## src/rtl/core/svm_pkg.sv

```systemverilog
// Shared constants, opcodes and types of the stack machine execute unit.
package svm_pkg;

   // Storage sizes
   localparam int STACK_DEPTH = 256;
   localparam int NUM_VARS    = 256;
   localparam int SP_W        = $clog2(STACK_DEPTH);
   localparam int CNT_W       = SP_W + 1;
   localparam int VAR_AW      = (NUM_VARS > 1) ? $clog2(NUM_VARS) : 1;

   // Opcodes
   localparam logic [4:0] OP_NOP       = 5'd0;
   localparam logic [4:0] OP_LIT_INT   = 5'd1;
   localparam logic [4:0] OP_LIT_BOOL  = 5'd2;
   localparam logic [4:0] OP_ADD       = 5'd3;
   localparam logic [4:0] OP_SUB       = 5'd4;
   localparam logic [4:0] OP_MUL       = 5'd5;
   localparam logic [4:0] OP_DIV       = 5'd6;
   localparam logic [4:0] OP_MOD       = 5'd7;
   localparam logic [4:0] OP_AND       = 5'd8;
   localparam logic [4:0] OP_OR        = 5'd9;
   localparam logic [4:0] OP_XOR       = 5'd10;
   localparam logic [4:0] OP_NOT       = 5'd11;
   localparam logic [4:0] OP_EQ        = 5'd12;
   localparam logic [4:0] OP_NEQ       = 5'd13;
   localparam logic [4:0] OP_LT        = 5'd14;
   localparam logic [4:0] OP_LTE       = 5'd15;
   localparam logic [4:0] OP_GT        = 5'd16;
   localparam logic [4:0] OP_GTE       = 5'd17;
   localparam logic [4:0] OP_LOAD      = 5'd18;
   localparam logic [4:0] OP_SAVE      = 5'd19;
   localparam logic [4:0] OP_WR_INT    = 5'd20;
   localparam logic [4:0] OP_WR_BOOL   = 5'd21;
   localparam logic [4:0] OP_WR_STR    = 5'd22;
   localparam logic [4:0] OP_NEWLINE   = 5'd23;
   localparam logic [4:0] OP_READ      = 5'd24;
   localparam logic [4:0] OP_HALT      = 5'd25;

   // Result events
   localparam logic [2:0] EV_NONE  = 3'd0;
   localparam logic [2:0] EV_INT   = 3'd1;
   localparam logic [2:0] EV_BOOL  = 3'd2;
   localparam logic [2:0] EV_STR   = 3'd3;
   localparam logic [2:0] EV_NL    = 3'd4;
   localparam logic [2:0] EV_HALT  = 3'd5;
   localparam logic [2:0] EV_FAULT = 3'd6;

   // Fault codes
   localparam logic [1:0] FC_DIV0   = 2'd0;
   localparam logic [1:0] FC_OVER   = 2'd1;
   localparam logic [1:0] FC_UNDER  = 2'd2;
   localparam logic [1:0] FC_BADVAR = 2'd3;

   // Instruction class assigned by the front end
   typedef enum logic [3:0] {
      CL_NOP, CL_PUSH, CL_BIN, CL_DIVMOD, CL_NOT, CL_LOAD, CL_STORE,
      CL_WRITE, CL_STR, CL_NL, CL_HALT
   } class_type;

   // Decoded request passed from front to back
   typedef struct packed {
      logic [4:0]  kind;
      class_type   cls;
      logic [31:0] arg;
      logic [31:0] operand;   // value pushed by push or read
      logic        start;
      logic        var_ok;
   } item_type;

endpackage

```

## src/rtl/core/svm_if.sv

```systemverilog
// Channel interfaces: request, response and configuration write.
interface svm_req_if;
   logic        valid;
   logic        ready;
   logic [4:0]  kind;
   logic [31:0] arg;
   logic [31:0] read_value;
   logic        start_of_program;
   modport source (output valid, kind, arg, read_value, start_of_program, input ready);
   modport sink (input valid, kind, arg, read_value, start_of_program, output ready);
endinterface


```

## src/rtl/core/svm_front.sv

```systemverilog
// Front end: accepts requests, classifies them and queues them for the back end.
module svm_front (
   input  logic              clock,
   input  logic              reset,
   svm_req_if.sink           req_if,
   output svm_pkg::item_type q_item,
   output logic              q_valid,
   input  logic              q_ready
);
   svm_pkg::item_type dec;
   svm_pkg::item_type q_ff [2];
   logic              wptr_ff, wptr_in;
   logic              rptr_ff, rptr_in;
   logic [1:0]        fill_ff, fill_in;
   logic              push, pop;

   // Classify the incoming request
   always_comb begin
      dec.kind    = req_if.kind;
      dec.arg     = req_if.arg;
      dec.start   = req_if.start_of_program;
      dec.operand = (req_if.kind == svm_pkg::OP_READ) ? req_if.read_value : req_if.arg;
      dec.var_ok  = !req_if.arg[31] &&
                    (req_if.arg[30:0] < 31'(svm_pkg::NUM_VARS));
      case (req_if.kind)
         svm_pkg::OP_LIT_INT, svm_pkg::OP_LIT_BOOL, svm_pkg::OP_READ:
            dec.cls = svm_pkg::CL_PUSH;
         svm_pkg::OP_ADD, svm_pkg::OP_SUB, svm_pkg::OP_MUL, svm_pkg::OP_AND,
         svm_pkg::OP_OR, svm_pkg::OP_XOR, svm_pkg::OP_EQ, svm_pkg::OP_NEQ,
         svm_pkg::OP_LT, svm_pkg::OP_LTE, svm_pkg::OP_GT, svm_pkg::OP_GTE:
            dec.cls = svm_pkg::CL_BIN;
         svm_pkg::OP_DIV, svm_pkg::OP_MOD:    dec.cls = svm_pkg::CL_DIVMOD;
         svm_pkg::OP_NOT:                     dec.cls = svm_pkg::CL_NOT;
         svm_pkg::OP_LOAD:                    dec.cls = svm_pkg::CL_LOAD;
         svm_pkg::OP_SAVE:                    dec.cls = svm_pkg::CL_STORE;
         svm_pkg::OP_WR_INT, svm_pkg::OP_WR_BOOL: dec.cls = svm_pkg::CL_WRITE;
         svm_pkg::OP_WR_STR:                  dec.cls = svm_pkg::CL_STR;
         svm_pkg::OP_NEWLINE:                 dec.cls = svm_pkg::CL_NL;
         svm_pkg::OP_HALT:                    dec.cls = svm_pkg::CL_HALT;
         default:                             dec.cls = svm_pkg::CL_NOP;
      endcase
   end

   // Two-entry queue
   assign req_if.ready = (fill_ff != 2'd2);
   assign push    = req_if.valid && req_if.ready;
   assign q_valid = (fill_ff != 2'd0);
   assign pop     = q_valid && q_ready;
   assign q_item  = q_ff[rptr_ff];

   always_comb begin
      wptr_in = push ? !wptr_ff : wptr_ff;
      rptr_in = pop ? !rptr_ff : rptr_ff;
      fill_in = fill_ff + {1'b0, push} - {1'b0, pop};
   end

   always_ff @(posedge clock) begin
      if (reset) begin
         wptr_ff <= 1'b0;
         rptr_ff <= 1'b0;
         fill_ff <= 2'd0;
      end else begin
         wptr_ff <= wptr_in;
         rptr_ff <= rptr_in;
         fill_ff <= fill_in;
      end
      if (push) begin
         q_ff[wptr_ff] <= dec;
      end
   end
endmodule

```

## src/flat_wrapper.sv

```systemverilog
// flat-port wrapper written by rule: the top's interface ports become plain ports
module svm_front_flat 
  (clock, reset, q_item, q_valid, q_ready, req_if_valid, req_if_kind, req_if_arg, req_if_read_value, req_if_start_of_program, req_if_ready);
  svm_req_if req_if_i ();
  input  logic clock;
  input  logic reset;
  output svm_pkg::item_type q_item;
  output logic q_valid;
  input  logic q_ready;
  input wire logic [$bits(req_if_i.valid)-1:0] req_if_valid;
  input wire logic [$bits(req_if_i.kind)-1:0] req_if_kind;
  input wire logic [$bits(req_if_i.arg)-1:0] req_if_arg;
  input wire logic [$bits(req_if_i.read_value)-1:0] req_if_read_value;
  input wire logic [$bits(req_if_i.start_of_program)-1:0] req_if_start_of_program;
  output wire logic [$bits(req_if_i.ready)-1:0] req_if_ready;
  assign req_if_i.valid = req_if_valid;
  assign req_if_i.kind = req_if_kind;
  assign req_if_i.arg = req_if_arg;
  assign req_if_i.read_value = req_if_read_value;
  assign req_if_i.start_of_program = req_if_start_of_program;
  assign req_if_ready = req_if_i.ready;
  svm_front u_core (.clock(clock), .reset(reset), .req_if(req_if_i), .q_item(q_item), .q_valid(q_valid), .q_ready(q_ready));
endmodule
```

## config.mk

```make
export PLATFORM = sky130hd
export DESIGN_NAME = svm_front_flat
export DESIGN_NICKNAME = d
export VERILOG_FILES = /design/src/rtl/core/svm_pkg.sv /design/src/rtl/core/svm_if.sv /design/src/rtl/core/svm_front.sv /design/src/flat_wrapper.sv
export SDC_FILE = /design/constraint.sdc
export NUM_CORES = 1
export LEC_CHECK = 0
export CAP_MARGIN = 10
export CORE_MARGIN = 1
export CORE_UTILIZATION = 42
export DETAILED_ROUTE_END_ITERATION = 7
export DONT_BUFFER_PORTS = 1
export PLACE_DENSITY_LB_ADDON = 0.25
export SLEW_MARGIN = 10
export SYNTH_ARGS = -nofsm -noshare
export SYNTH_HDL_FRONTEND = slang
export SYNTH_SLANG_ARGS = --single-unit
```

## constraint.sdc

```tcl
create_clock -name clock -period 3.6 [get_ports clock]
set_clock_uncertainty 0.2 [all_clocks]
set_input_delay 0.18 -clock clock [delete_from_list [all_inputs] [get_ports clock]]
set_output_delay 0.18 -clock clock [all_outputs]
set_load 0.1 [all_outputs]
```

==> results.md, run 1 <==
- Status: completed
- Per-cell routed wire length: 19.5 um
- Skew-Pair Late Insertion Delay: 0.41 ns
- Async S/R FF share, synth: 0%
- ANT cells: 0
- First-pass GRT wire length: 18300 um
- Cell taking the most area after synthesis: edfxtp_1
- Iteration-0 DRC Markers: 150
- Worst Min Path Start: req_if_kind[2]
- GR Overflow Total: 0
- Netlist cell types: 32
- GP Congestion: 0.688
- Clk slew on worst S/H paths: 0.06 ns
- I/O pin cnt: 151
- CP startpoint: u_core.fill_ff[0]$_SDFF_PP0_
- Max-slew violation count: 0
- RR Startpoint: u_core.fill_ff[0]$_SDFF_PP0_
- Clk sinks: 155
- Fin. Hold Viols: 0
- Synth area leaders: edfxtp_1, mux2_2, mux2_4, ha_1, dfxtp_1
- Synth cell count leaders: edfxtp_1, mux2_2, mux2_4
- Largest family of logic cells by synthesized area: multiplexers
- Antenna Violating Nets Remaining: 0
- CP Max Fanout: 41
- Dpl hpwl: 7360 um
- Setup TNS: 0 ns
- Slowest stage delay, CP: 0.54 ns
- Final setup fails: 0
- Die Y: 126 um
- CP delay by family, top: buffers and inverters
- Post-Synth Adder-Cell Area: 1.75%
- Mux share of post-synthesis cell area: 20.5%
- Flops & latches, synth: 155
- Fin crit period: 2.37 ns
- Most frequent cell after synthesis: edfxtp_1
- Slew margin rel.: 54.7%
- CTS buffer count: 17
- TritonCTS clock tree: built
- GRT Total Usage: 15.8%
- Area share of and/or/nand/nor cells after synthesis: 2.82%
- H-tree Lvls: 4
- CP cell instances: nand2b_1 > buf_4 > nand3b_1 > clkinv_2 > buf_12
- DRT Pass-1 Iters: 6
- Synth Area in XOR/XNOR: 0.408%
- Synth Area in Compound Gates: 1.36%
- CP max stage cell: clkinv_2
- Core area: 14800 um^2
- Setup slack, reg-to-reg: 1.23 ns
- Hold Crit Class: input pin to flip-flop
- Fillers: 1186
- Via density: 5.20
- DRT Wirelength: 12100 um
- Number of antenna violations at the first check in global routing: 0
- Warning count from the yosys run: 0
- Critical Path Source Type: flip-flop
- Port bufs: 0
- Area of the mapped netlist: 6430 um^2
- CP Capture Type: flip-flop
- Worst setup margin: 1.23 ns
- RSZ-0062 raised after global routing: false
- Initial core utilization: 43.6%
- Fin crit share: 65.8%
- # resized after CTS: 0
- Bufs on Longest Clock Path: 2
- Critical Path RT: 3.54 ns
- Post-Syn Nets: 418
- Max-cap viol count: 0
- WS Path Type: flip-flop to flip-flop
- Placed cell area: 6660 um^2
- Cell row count: 44
- # DRC: 0
- Die W: 126 um
- Clk root buf: clkbuf_16
- Fin nets: 503
- Seq/Total Area, Yosys: 71.6%
- Dpl ws: 1.22 ns
- Fraction of layout cells with a size suffix above 1: 33.9%
- Yosys top cell area share: 70.0%
- Die Area: 15800 um^2
- Worst slew pin tran: 0.680 ns
- Vias in the first global route: 3241
- Area growth syn-to-layout: 24.4%
- Fmax: 0.422 GHz
- Cell area after layout: 8000 um^2
- CP bufs+invs: 3
- Number of enable flip-flop cells after synthesis: 150
- Mapped Avg Cell Area: 19.2 um^2
- Arrival @ worst endpoint: 2.31 ns
- Routed via count: 3207
- Largest net degree at the start of global routing: 55
- Top FF cell, synth: edfxtp_1
- Cells after synthesis: 335
## worst reg2reg max path, stage by stage, from the launching register on
cell and delay [ns]:
dfxtp_1 0.33, nand2b_1 0.15, buf_4 0.24, nand3b_1 0.18, clkinv_2 0.54, buf_12 0.44
## repair_timing
item | in CTS | in global routing
hold buffers | 74 | 0
endpoints found under the hold margin | 155 | 0
setup buffers | 0 | 0
## per-layer routing
layer | track usage, % | vias to the layer above | share of wire, %
met5 | 0 | - | 0
met4 | 7.02 | 0 | 1.7
met3 | 5.73 | 15 | 6.1
met2 | 24.9 | 101 | 50
met1 | 19.7 | 1614 | 42
li1 | - | 1477 | -
## final timing paths
path	to	cells past startpoint
worst min-delay path	u_core.q_ff[1][68]$_DFFE_PP_	3
worst max register to register	u_core.q_ff[0][58]$_DFFE_PP_	5
worst max-delay path	u_core.q_ff[0][58]$_DFFE_PP_	5
worst min register to register	u_core.rptr_ff$_SDFFE_PP0P_	2
## cell type report
cell class | instances | area (um^2) | share of cell area (%)
Clock buffer | 18 | 429 | 5.36
Clock inverter | 14 | 170 | 2.13
Inverter | 5 | 20.0 | 0.250
Multi-Input combinational cell | 162 | 1730 | 21.6
Sequential cell | 155 | 4610 | 57.6
Tap cell | 184 | 230 | 2.88
Timing Repair Buffer | 79 | 816 | 10.2
## per-stage QoR
step | utilization [%] | hold WS, ns | instances
2_1_floorplan | - | 0.0491 | 335
3_3_place_gp | 45.2 | 0.0445 | 511
3_5_place_dp | 45.2 | 0.0510 | 511
4_1_cts | 54.2 | 0.00125 | 617
5_1_grt | 54.2 | 0.0343 | 617
6_report | 54.2 | 0.0194 | 617
## sequential cells by signal (all words and copies together), names as in the netlist, named ones only
register / count
u_core.rptr_ff: 1
u_core.fill_ff: 2
u_core.wptr_ff: 1
u_core.q_ff: 150
## kinds of logic (layout without fill, tap and decap cells)
logic type / count (synthesis) / in the layout
buf+inv: 18 / 116
flops: 155 / 155
mux: 107 / 107
simple gates: 30 / 30
fa+ha+maj: 9 / 9
compound gates: 13 / 13
xor+xnor: 3 / 3
## cell usage in the layout, fill, tap and decap left out, types with 3 or more instances in the layout
cell           count
mux2_2            77
buf_12             3
dlygate4sd3_1     74
clkinvlp_4         5
inv_1              4
edfxtp_1         150
nand2_1            5
clkbuf_16         17
bufinv_16          3
nand2b_1           3
ha_1               9
nor2_1             5
dfxtp_1            4
nor4_1             6
mux2_4            30
o21ai_0            4
Power of run 1 is not shown: default switching activity piles up to over one toggle a cycle in this logic, so the estimate is an artifact.
==> run 2, diff against run 1 <==
==> constraint.sdc (replaced) <==
create_clock -name clock -period 2.1 [get_ports clock]
set_clock_uncertainty 0.2 [all_clocks]
set_input_delay 0.105 -clock clock [delete_from_list [all_inputs] [get_ports clock]]
set_output_delay 0.105 -clock clock [all_outputs]
set_load 0.1 [all_outputs]
==> run 2 against run 1 <==
  * Count of clock-buffer cells in the layout decreased by 1
  * Critical path depth down 2
  * Die area did not move
  * Highest routed layer unchanged
  * Routed wire length is 7.6% higher
  * Largest cell class unchanged
  * Via count increased by 8.4%
==> results.md, run 2 (synthesis gave the netlist of run 1 again) <==
- Met2 Resource Use GR: 28.3%
- Skew-Pair Late Insertion Delay: 0.41 ns
- Pwr Total: 14.7 mW
- Number of antenna violations at the first check in global routing: 0
- Cell row count: 44
- Via density: 5.00
- Sequential share of power: 27.3%
- Int Pwr: 8.30 mW
- Antenna Violating Nets Remaining: 0
- Vias in the first global route: 3729
- Slowest stage delay, CP: 0.42 ns
- GRT Total Usage: 17.3%
- Multi-input logic area: 1740 um^2
- Leak pwr: 3.57 nW
- Hold Crit Class: input pin to flip-flop
- Fillers: 1015
- Most flops, register: u_core.q_ff
- Fin crit period: 2.01 ns
- TritonCTS clock tree: built
- Gr busiest metal: met2
- RSZ-0062 raised after global routing: false
- Final setup fails: 0
- CP delay by family, top: buffers and inverters
- Fin. Hold Viols: 0
- Critical Path Source Type: flip-flop
- Fraction of layout cells with a size suffix above 1: 45.5%
- Clk root buf: clkbuf_16
- FF-to-FF path depth: 4
- CP Max Fanout: 25
- Die Y: 126 um
- Register area: 4610 um^2
- Fin nets: 582
- RR Endpoint: u_core.q_ff[0][17]$_DFFE_PP_
- Hold path depth: 3
- Setup slack, reg-to-reg: 0.34 ns
- Largest net degree at the start of global routing: 51
- Worst hold margin: 0.0216 ns
- CP cell instances: buf_4 > mux2_2 > buf_12
- Status: completed
- M3 GR Usage: 5.73%
- Area growth syn-to-layout: 48.6%
- P_sw: 6.37 mW
- GR Overflow Total: 0
- ANT cells: 0
- Combinational fraction of design power: 53.0%
- Fmax: 0.498 GHz
- Worst Min Path Start: req_if_kind[4]
- Switching portion of total power: 43.4%
- Met1 usage: 21.3%
- Bufs on Longest Clock Path: 2
- Hold Path End: u_core.q_ff[0][66]$_DFFE_PP_
- # DRC: 0
- Most common cell after layout, fill and taps aside: edfxtp_1
- Core area: 14800 um^2
- CP bufs+invs: 2
- Buffers inserted by post-CTS timing repair: 0
- Most frequent cells in the layout: edfxtp_1, buf_12, mux2_2, dlygate4sd3_1, mux2_4
- Clk slew on worst S/H paths: 0.06 ns
- H-tree Lvls: 4
- Largest register FFs: 150
- Port bufs: 0
- First-pass GRT wire length: 20500 um
- Largest registers: u_core.q_ff x150, u_core.fill_ff x2
- Initial core utilization: 43.6%
- WS Path Type: flip-flop to primary output
- Critical Path RT: 1.79 ns
- Peak VDD IR: 956 uV
- Iteration-0 DRC Markers: 236
- Dpl hpwl: 8240 um
- Die Area: 15800 um^2
- Arrival @ worst endpoint: 1.70 ns
- Max-slew violation count: 0
- Fin crit share: 95.6%
- CP Capture Type: primary output
- Clk sinks: 155
- Routed via count: 3477
- I/O pin cnt: 151
- DRT Wirelength: 13000 um
- CTS buffer count: 17
- GP Congestion: 0.714
- RR Startpoint: u_core.fill_ff[0]$_SDFF_PP0_
- Slew margin rel.: 58.5%
- CP max stage cell: mux2_2
- DRT Pass-1 Iters: 4
- Max-cap viol count: 0
- Die W: 126 um
- Power per Cell Area: 1530 nW/um^2
- Worst slew pin tran: 0.617 ns
- Clk pwr share: 19.7%
- Per-cell routed wire length: 18.6 um
-- run 2: cell types whose count changed in the layout (fill, tap and decap cells not counted), moves of 2 or more --
cell	previous run	this run
clkinv_4	2	4
clkinv_1	2	0
bufinv_16	3	1
buf_12	3	82
dfxtp_2	0	2
clkinv_2	1	3
dfxtp_1	4	2
inv_8	0	2
-- run 2: repair_timing --
action | in CTS | in global routing
setup endpoints to repair | 0 | 0
hold buffers | 73 | 0
endpoints found under the hold margin | 159 | 0
resized for setup | 0 | 0
-- run 2: cell type report --
cell class / count / share of cell area [%]
Clock buffer: 17 / 4.45
Sequential cell: 155 / 48.2
Clock inverter: 15 / 1.49
Inverter: 5 / 0.235
Tap cell: 184 / 2.41
Timing Repair Buffer: 158 / 25.0
Multi-Input combinational cell: 162 / 18.2
-- run 2: worst max-delay path by stage --
stage | slack (ns) | cells after the start | endpoint
final | 0.09 | 3 | q_item[68]
after global routing | 0.006 | 3 | q_item[68]
after CTS | 0.05 | 3 | q_item[68]
after detailed placement | 0.36 | 4 | u_core.q_ff[0][56]$_DFFE_PP_
after global placement | 0.39 | 4 | u_core.q_ff[0][64]$_DFFE_PP_
after floorplan | -0.43 | 3 | u_core.q_ff[0][0]$_DFFE_PP_
-- run 2: stage by stage --
| stage | cell area (um^2) | setup slack, ns | utilization (%) | instances | TNS, ns |
|---|---|---|---|---|---|
| floorplan | 6450 | -0.430 | - | 335 | -49.13 |
| global placement | 8270 | 0.388 | 56.0 | 591 | 0 |
| detailed placement | 8270 | 0.357 | 56.0 | 591 | 0 |
| CTS | 9560 | 0.0467 | 64.8 | 696 | 0 |
| global route | 9560 | 0.00615 | 64.8 | 696 | 0 |
| finish | 9560 | 0.0920 | 64.8 | 696 | 0 |
-- run 2: layer usage --
metal | vias to the layer above | wire [um]
met2 | 107 | 6560
li1 | 1636 | -
met5 | - | 0
met3 | 19 | 699
met4 | 0 | 241
met1 | 1715 | 5460
-- run 2: power by group through the flow --
stage | sequential (mW) | clock, mW | combinational [mW]
detailed placement | 4.08 | 0 | 7.66
finish | 4.01 | 2.88 | 7.78
floorplan | 4.05 | 0 | 5.01
global route | 4.05 | 3.08 | 7.98
global placement | 4.05 | 0 | 7.64
CTS | 4.01 | 2.94 | 7.84
-- run 2: worst register-to-register path: stages, from the launching register on --
cell and delay, ns:
dfxtp_2 0.33, nand2b_4 0.16, nand3b_1 0.16, clkinvlp_4 0.33, buf_12 0.30
Note: power is estimated with default switching activity, not from simulation.
==> run 3, diff against run 2 <==
--- a/config.mk
+++ b/config.mk
@@ -5,11 +5,11 @@
 export SDC_FILE = /design/constraint.sdc
 export NUM_CORES = 1
 export LEC_CHECK = 0
+export BUFFER_PORTS_ARGS = -buffer_cell sky130_fd_sc_hd__buf_2
 export CAP_MARGIN = 10
 export CORE_MARGIN = 1
 export CORE_UTILIZATION = 42
 export DETAILED_ROUTE_END_ITERATION = 7
-export DONT_BUFFER_PORTS = 1
 export PLACE_DENSITY_LB_ADDON = 0.25
 export SLEW_MARGIN = 10
 export SYNTH_ARGS = -nofsm -noshare
==> run 3 against run 2 <==
  * Non-clock buffer count rose by 76
  * Clock power rose by 4%
  * Core utilization rose by 2.7 points
  * First-iteration DRC count fell by 21%
  * Fmax rose by 3.0%
  * Worst setup slack improved by 0.059 ns
  * Combinational power rose by 1%
==> results.md, run 3 (synthesis gave the netlist of run 1 again) <==
- Status: completed
- Slew margin rel.: 63.6%
- CP cell instances: buf_12 > mux2_2 > buf_12
- Fraction of layout cells with a size suffix above 1: 51.5%
- Antenna Violating Nets Remaining: 0
- Worst slew pin tran: 0.541 ns
- Arrival @ worst endpoint: 1.64 ns
- CP Capture Type: primary output
- Number of antenna violations at the first check in global routing: 0
- Critical Path RT: 1.79 ns
- Fin nets: 658
- Final cell count without fillers: 772
- DRT Wirelength: 13600 um
- Slowest stage delay, CP: 0.41 ns
- Worst setup path endpoint: q_item[69]
- GP Congestion: 0.774
- Clk root buf: clkbuf_16
- Fin crit period: 1.95 ns
- Via density: 4.94
- CP delay by family, top: flip-flops
- Power per Cell Area: 1500 nW/um^2
- Largest registers: u_core.q_ff x150, u_core.fill_ff x2
- Bufs on Longest Clock Path: 2
- Final setup fails: 0
- Most flops, register: u_core.q_ff
- Leak pwr: 3.88 nW
- WS Path Type: flip-flop to primary output
- CP max stage cell: dfxtp_4
- # resized after CTS: 0
- Largest register FFs: 150
- Initial core utilization: 43.6%
- Cell mode on critical path: buf_12
- Area growth syn-to-layout: 54.8%
- Cell row count: 44
- Hold Crit Class: input pin to flip-flop
- Per-cell routed wire length: 17.6 um
- # DRC: 0
- Most common cell after layout, fill and taps aside: edfxtp_1
- TritonCTS clock tree: built
- RR Startpoint: u_core.fill_ff[0]$_SDFF_PP0_
- Routed via count: 3810
- Fin. Hold Viols: 0
- Clk sinks: 155
- H-tree Lvls: 4
- Max-slew violation count: 0
- Stages on worst setup path: 3
- I/O pin cnt: 151
- Pwr Total: 14.9 mW
- ANT cells: 0
- Most frequent cells in the layout: edfxtp_1, buf_12, mux2_2, buf_2, dlygate4sd3_1
- Die Area: 15800 um^2
- Die W: 126 um
- Worst hold margin: 0.240 ns
- GRT Total Usage: 17.7%
- FF-to-FF path depth: 3
- DRT Pass-1 Iters: 4
- Dpl hpwl: 8270 um
- Largest net degree at the start of global routing: 76
- Vias in the first global route: 4065
- Placed Cells: 664
- CTS buffer count: 17
- Clk slew on worst S/H paths: 0.06 ns
- Setup slack, reg-to-reg: 0.34 ns
- Port bufs: 150
- CP Max Fanout: 30
- Die Y: 126 um
- CP bufs+invs: 2
- Iteration-0 DRC Markers: 186
- Peak VDD IR: 919 uV
- GR Overflow Total: 0
- Core area: 14800 um^2
- Fin crit share: 92.8%
- Worst Min Path Start: req_if_arg[1]
- RSZ-0062 raised after global routing: false
- First-pass GRT wire length: 21000 um
- RR Endpoint: u_core.q_ff[1][36]$_DFFE_PP_
- Skew-Pair Late Insertion Delay: 0.41 ns
- Critical Path Source Type: flip-flop
- Max-cap viol count: 0
- Fmax: 0.513 GHz
-- run 3: layout make-up --
class | instances | area [um^2]
clock inverters | 14 | 153
repair buffers | 234 | 2780
fillers | 998 | 4790
well taps | 184 | 230
flip-flops and latches | 155 | 4610
inverters | 5 | 22.5
multi-input cells | 162 | 1740
clock buffers | 18 | 429
-- run 3: metrics by stage --
step                      setup TNS (ns)  utilization, %  cell area (um^2)  setup WS [ns]
after global placement                 0            58.5              8630          0.343
after detailed placement               0            58.5              8630          0.294
final                                  0            67.5              9960          0.151
after floorplan                   -49.13               -              6450         -0.430
after global routing                   0            67.5              9960          0.102
after CTS                              0            67.5              9960          0.130
-- run 3: worst min path at each step --
stage,endpoint,slack (ns),cells after the start
floorplan,u_core.fill_ff[0]$_SDFF_PP0_,-0.03,1
global placement,u_core.q_ff[1][1]$_DFFE_PP_,0.1,1
detailed placement,u_core.q_ff[0][1]$_DFFE_PP_,0.1,1
CTS,u_core.q_ff[0][1]$_DFFE_PP_,0.19,2
global route,u_core.q_ff[0][35]$_DFFE_PP_,0.24,2
finish,u_core.q_ff[0][35]$_DFFE_PP_,0.24,2
-- run 3: layer usage --
| layer | global-route usage, % | part of all wire [%] | routed length (um) |
|---|---|---|---|
| met1 | 21.1 | 42 | 5710 |
| met2 | 30.8 | 52 | 7030 |
| met3 | 5.01 | 4.9 | 672 |
| met4 | 6.17 | 1.3 | 178 |
| met5 | 0 | 0 | 0 |
-- run 3: timing repair --
action                     in CTS  in global routing
hold endpoints to repair      151                  0
setup buffers                   2                  0
setup endpoints to repair      58                  0
hold buffers                   74                  0
-- run 3: power by group --
| group | leakage (nW) | total, mW | switching, mW | internal [mW] |
|---|---|---|---|---|
| logic | 2.15 | 7.88 | 5.07 | 2.82 |
| registers | 1.44 | 4.03 | 0.126 | 3.91 |
| clock network | 0.280 | 3.00 | 1.15 | 1.85 |
